[config.mk]
export PLATFORM = sky130hd
export DESIGN_NAME = dcau_lists
export DESIGN_NICKNAME = d
export VERILOG_FILES = /design/src/hw/rtl/dcau_pkg.sv /design/src/hw/rtl/dcau_lists.sv
export SDC_FILE = /design/constraint.sdc
export NUM_CORES = 1
export LEC_CHECK = 0
export ABC_AREA = 0
export BUFFER_PORTS_ARGS = -buffer_cell sky130_fd_sc_hd__buf_4
export CORE_MARGIN = 10
export CORE_UTILIZATION = 55
export DETAILED_ROUTE_END_ITERATION = 7
export MAX_ROUTING_LAYER = met4
export PLACE_DENSITY = 0.71
export SETUP_SLACK_MARGIN = 0.3
export SYNTH_ARGS = -nofsm -noshare
export SYNTH_HDL_FRONTEND = slang
export SYNTH_SLANG_ARGS = --single-unit
[constraint.sdc]
create_clock -name clk -period 2.3 [get_ports clk]
set_input_delay 0.23 -clock clk [delete_from_list [all_inputs] [get_ports clk]]
set_output_delay 0.23 -clock clk [all_outputs]
set_load 0.02 [all_outputs]
[src/hw/rtl/dcau_pkg.sv]
// Package: shared constants and types for the difference constraint APSP update block.
package dcau_pkg;
	localparam int NUM_VARS   = 64;
	localparam int DIST_WIDTH = 32;
	localparam int VAR_W      = $clog2(NUM_VARS);
	localparam int ADDR_W     = 2 * VAR_W;
	localparam int DEPTH      = NUM_VARS * NUM_VARS;
	localparam int CNT_W      = 13;
	localparam int BOUND_W    = 25;
	localparam int OUT_W      = 32;

	typedef logic signed [DIST_WIDTH-1:0] dist_t;
	typedef logic [VAR_W-1:0] var_t;
	typedef logic [ADDR_W-1:0] addr_t;

	localparam dist_t DIST_INF = dist_t'({1'b0, {(DIST_WIDTH-1){1'b1}}});
	localparam dist_t DIST_HI  = DIST_INF - dist_t'(1);
	localparam dist_t DIST_LO  = -DIST_INF;

	localparam logic [1:0] ST_OK        = 2'd0;
	localparam logic [1:0] ST_REDUNDANT = 2'd1;
	localparam logic [1:0] ST_CONFLICT  = 2'd2;

	localparam logic FUNC_ASSERT = 1'b0;
	localparam logic FUNC_READ   = 1'b1;

	// Saturating add; both operands lie within [DIST_LO, DIST_HI]
	function automatic dist_t sat_add(dist_t a, dist_t b);
		logic signed [DIST_WIDTH:0] s;
		s = (DIST_WIDTH+1)'(a) + (DIST_WIDTH+1)'(b);
		if (s > (DIST_WIDTH+1)'(DIST_HI)) return DIST_HI;
		if (s < (DIST_WIDTH+1)'(DIST_LO)) return DIST_LO;
		return s[DIST_WIDTH-1:0];
	endfunction

	function automatic addr_t cell_addr(var_t r, var_t c);
		return {r, c};
	endfunction
endpackage

[src/hw/rtl/dcau_lists.sv]
// Row and column set lists of the current item.
module dcau_lists import dcau_pkg::*; (
	input  logic clk,
	input  logic row_we,
	input  var_t row_waddr,
	input  var_t row_wdata,
	input  var_t row_raddr,
	output var_t row_rdata,
	input  logic col_we,
	input  var_t col_waddr,
	input  var_t col_wdata,
	input  var_t col_raddr,
	output var_t col_rdata
);
	var_t row_mem [NUM_VARS];
	var_t col_mem [NUM_VARS];

	// Row list
	always_ff @(posedge clk) begin
		if (row_we) row_mem[row_waddr] <= row_wdata;
		row_rdata <= row_mem[row_raddr];
	end

	// Column list
	always_ff @(posedge clk) begin
		if (col_we) col_mem[col_waddr] <= col_wdata;
		col_rdata <= col_mem[col_raddr];
	end
endmodule

-- Yosys cells after proc, flatten, opt, wreduce, memory -nomap -nowiden
Memories as Yosys holds them, arrays and structs flattened. A register that Yosys moved wholly into a read port is not among the register bits.
Index checks and enable logic that the tools add are counted.
- mux-type cells: 4
- operators by type and width (operator ; count):
    2-to-1 mux 1 bit ; 4
- register bits after elaboration: 0
- output and inout port bits: 12
- bits in writable memories: 768
- input bits: 39
- memories kept: 2
- memory list (name ; depth ; bits a word ; rd ports ; clocked after memory_dff ; write ports ; RTL line ; source):
    col_mem ; 64 ; 6 ; 1 ; 1 ; 1 ; dcau_lists.sv:16 ; var_t col_mem [NUM_VARS];
    row_mem ; 64 ; 6 ; 1 ; 1 ; 1 ; dcau_lists.sv:15 ; var_t row_mem [NUM_VARS];

-- Logic depth before layout (Yosys ltp)
- word-level depth: 2
- gate-level depth with buffers: 8
- depth with buffers taken out: 5

-- Least setup slack after synthesis
No wires, ideal clock.
- kind: input -> register
- start point: in row_raddr[0]
- end point: reg row_rdata[1], read port of row_mem
- setup time: 133 ps
- arrival: 1793 ps
- cell stages on the path: 7
- data required time: 2167 ps
- setup slack: 374 ps
- cell sequence: buf_6 -> buf_6 -> buf_6 -> mux4_2 -> a22o_1 -> o41ai_2 -> o41ai_1
- RTL lines (element ; RTL line ; source):
    from (decl) ; dcau_lists.sv:7 ; input var_t row_raddr,
    to (decl) ; dcau_lists.sv:8 ; output var_t row_rdata,

==> results.toml <==
[outcome]
outcome = "finished clean"

[detailed_routing]
viasPerCell = 6.246
wl_per_cell_um = 26.48
dr.first_iter.drc_count = 1844
routed_wirelength_um = 64130
via_count = 15129
ant_nets = 0
dr.pass1.iters = 6
drc = 0

[worst_hold_path]
whs_endpoint = "col_mem[40][5]"
hp-start = "col_wdata[5]"
whs_path_depth = 1
hold_class = "input pin to flop"

[place]
gp_congestion = 0.8492
postPlaceCellArea_sq_um = 32490
io_buffers = 50
hpwl_um = 40300
placedCellCount = 2279

[sta]
final.setup.tns_ps = 0
tightest_slew_ps = 727.9
hold_violations = 0
max_clock_freq_ghz = 0.5012
finalCriticalPeriod_ps = 1995
clock_skew_ps = 20.40
slew_headroom_pct = 51.47
period_share_pct = 86.75
maxSlewViolCount = 0
finalSetupViolations = 0
rsz0062_at_grt = "no"

[cells_and_area]
final_cell_area_sq_um = 35020
multi_input_area_sq_um = 6544
drive_above_1_share_pct = 32.21
register_area_sq_um = 23300
diodes = 0
fillCellCount = 3428
layout.cells.non_filler = 2422
utilization_pct = 64.70
syn_to_final_growth_pct = 15.78
fin_nets = 1703

[yosys]
synth_top_area_share_pct = 76.24
synth_seq_cells = 780
yosysSeqAreaShare_pct = 77.04
ys_top_cells_by_area = "edfxtp_1 76%, mux4_2 14%, nor2_1 1.8%, dfxtp_1 0.79%, o22ai_1 0.79%"
syn_area_sq_um = 30250
synth_cell_types = 40
synth.avg_cell_area_sq_um = 21.02
syn_inst = 1439
syn_nets = 1478
yosysWarnings = 0
synth_area_leader_cell = "edfxtp_1"

[power_and_ir_drop]
p_total_w = 0.02974
leakagePower_nw = 11.28
p_comb_share_pct = 5.2
p_switching_w = 0.006214
swShare_pct = 20.90
p_int_w = 0.02352
peakVddDrop_mv = 0.6561
seq_power_share_pct = 53.1
p_clk_share_pct = 41.8
p_per_area_nw_per_um2 = 849.1

[setup_path]
critPathLaunchType = "flop"
critPathRequiredTime_ps = 2770
crit_fanout = 1
slowest_delay_ps = 540
crit_path_frequent_cell = "mux4_2"
reg2reg_depth = 4
cp.arrival_ps = 2470
critical_path_class = "flop to flop"
rrSetupSlack_ps = 300
r2r_end = "row_rdata[2]"
critPathSlowestCell = "mux4_2"
cp_cell_sequence = "mux4_2, mux4_2, o2111ai_2, o41ai_1"
endpoint_kind = "flop"
r2r-start = "row_mem[51][2]"

[global_routing]
grtUsageMet1_pct = 30.46
grt_util_met3_pct = 3.766
antenna_found_initial = 2
grt.total_usage_pct = 21.00
use_met2_pct = 30.60
grt_overflow_total = 0
grt-busiest-layer = "met2"
first_global_vias = 15459
grt_max_degree = 65
grt_first_pass_wirelength_um = 98610

[clock_tree]
cts_root_buf = "clkbuf_16"
h-tree-depth = 3
post_cts_buffers = 0
cts_sinks = 780
cts_tree = "built"
cts.clk_slew.worst_paths_ps = 60
cts_inserted_buffers = 77
clk_latency_ps = 620
clockBufferDepth = 3

[floorplanning]
start_util_pct = 55.88
die_x_um = 254.5
ios = 51
std_cell_rows = 85
die_h_um = 254.5
dieArea_sq_um = 64780
coreArea_sq_um = 54130

[run]
maxCapViolations = 0
[power groups by stage]
stage | Clock (W) | Sequential, W | Combinational, W
final | 0.0124 | 0.0158 | 0.00154
after global routing | 0.0132 | 0.0158 | 0.00164
after CTS | 0.0126 | 0.0158 | 0.00155
after detailed placement | 0 | 0.0161 | 0.00154
after global placement | 0 | 0.0161 | 0.00151
after floorplan | 0 | 0.0161 | 0.000817
[critical path: cells and delay by family, from the launching register on]
family | cells | cell delay, ps
compound gates | 2 | 460
flops | 1 | 360
mux | 2 | 1040
[what timing repair did]
item / in CTS / in global routing
resized for setup: 1 / 0
endpoints found under the setup margin: 1 / 0
hold buffers: 2 / 0
hold endpoints to repair: 7 / 0
[worst max-delay path by stage]
| stage | from | endpoint | slack [ps] |
|---|---|---|---|
| 6_report | row_mem[51][2] | row_rdata[2] | 300 |
| 5_1_grt | row_mem[51][2] | row_rdata[2] | 300 |
| 4_1_cts | row_mem[51][2] | row_rdata[2] | 340 |
| 3_5_place_dp | row_raddr[0] | row_rdata[2] | -90 |
| 3_3_place_gp | row_raddr[0] | row_rdata[2] | -110 |
| 2_1_floorplan | row_raddr[0] | row_rdata[1] | 370 |
[state kept, by name, indices dropped and copies added (netlist names)]
name       flops
row_mem      384
col_mem      384
col_rdata      6
row_rdata      6
[layout make-up]
cell class / instances / share of cell area, %
sequential: 780 / 66.54
multi-input combinational: 581 / 18.68
clock buffer: 102 / 6.002
timing repair buffer: 223 / 5.116
tap: 696 / 2.487
clock inverter: 39 / 1.165
inverter: 1 / 0.01072
[layout by cell type (no fill, tap or decap), types with 7 or more instances in the layout]
cell type,instances
edfxtp_1,768
buf_4,212
mux4_2,193
nor2_1,146
clkbuf_16,78
o22ai_1,38
nand2_1,23
mux2_2,20
clkbuf_1,18
nand3_1,16
clkinv_2,14
nor2b_1,13
nor3_1,13
o21ai_0,12
dfxtp_1,12
or3_1,10
clkinv_1,10
nand2b_1,9
a211oi_1,9
o221ai_1,9
buf_12,9
nand3b_1,8
a21oi_1,8
mux2i_1,7
[through the flow]
| stage | setup WS, ps | hold WS (ps) |
|---|---|---|
| 3_5_place_dp | -86.49 | 599.9 |
| 4_1_cts | 340.5 | 150.0 |
| 5_1_grt | 303.7 | 159.9 |
| 2_1_floorplan | 374.4 | 328.9 |
| 3_3_place_gp | -108.1 | 605.7 |
| 6_report | 304.9 | 140.3 |
[Yosys cell counts, drive strengths merged]
master   number
a211oi        9
edfxtp      768
and2          2
o32ai         4
a22oi         6
a21o          4
o41ai         3
nand3        16
a221o         4
nand2b        9
nand3b        8
or2           5
o21ai        12
nor2        146
nor2b        13
o22a          1
clkbuf       32
or3          10
a21oi         8
mux2         20
nand2        23
nor3b         1
mux2i         7
nor3         13
dfxtp        12
o22ai        38
nand4         4
mux4        193
inv           1
nor4          2
o221ai        9
o21a          5
or3b          2
buf          45
a22o          3
o2111ai       1
[per-layer routing]
layer | wire length [um] | up-vias | part of all wire [%]
met1 | 27290 | 7927 | 43
met2 | 30170 | 650 | 47
li1 | - | 6437 | -
met3 | 5156 | 115 | 8.0
met4 | 1515 | 0 | 2.4
met5 | 0 | - | 0
[kinds of logic (layout without fill, tap and decap cells)]
group | after synthesis | count (layout) | synth area share [%]
AOI/OAI and AO/OA | 107 | 107 | 2.478
and+or+nand+nor | 254 | 254 | 3.789
buffers and inverters | 78 | 365 | 1.348
muxes | 220 | 220 | 15.35
DFF | 780 | 780 | 77.04
No activity file was read; power rests on OpenSTA's default activity.
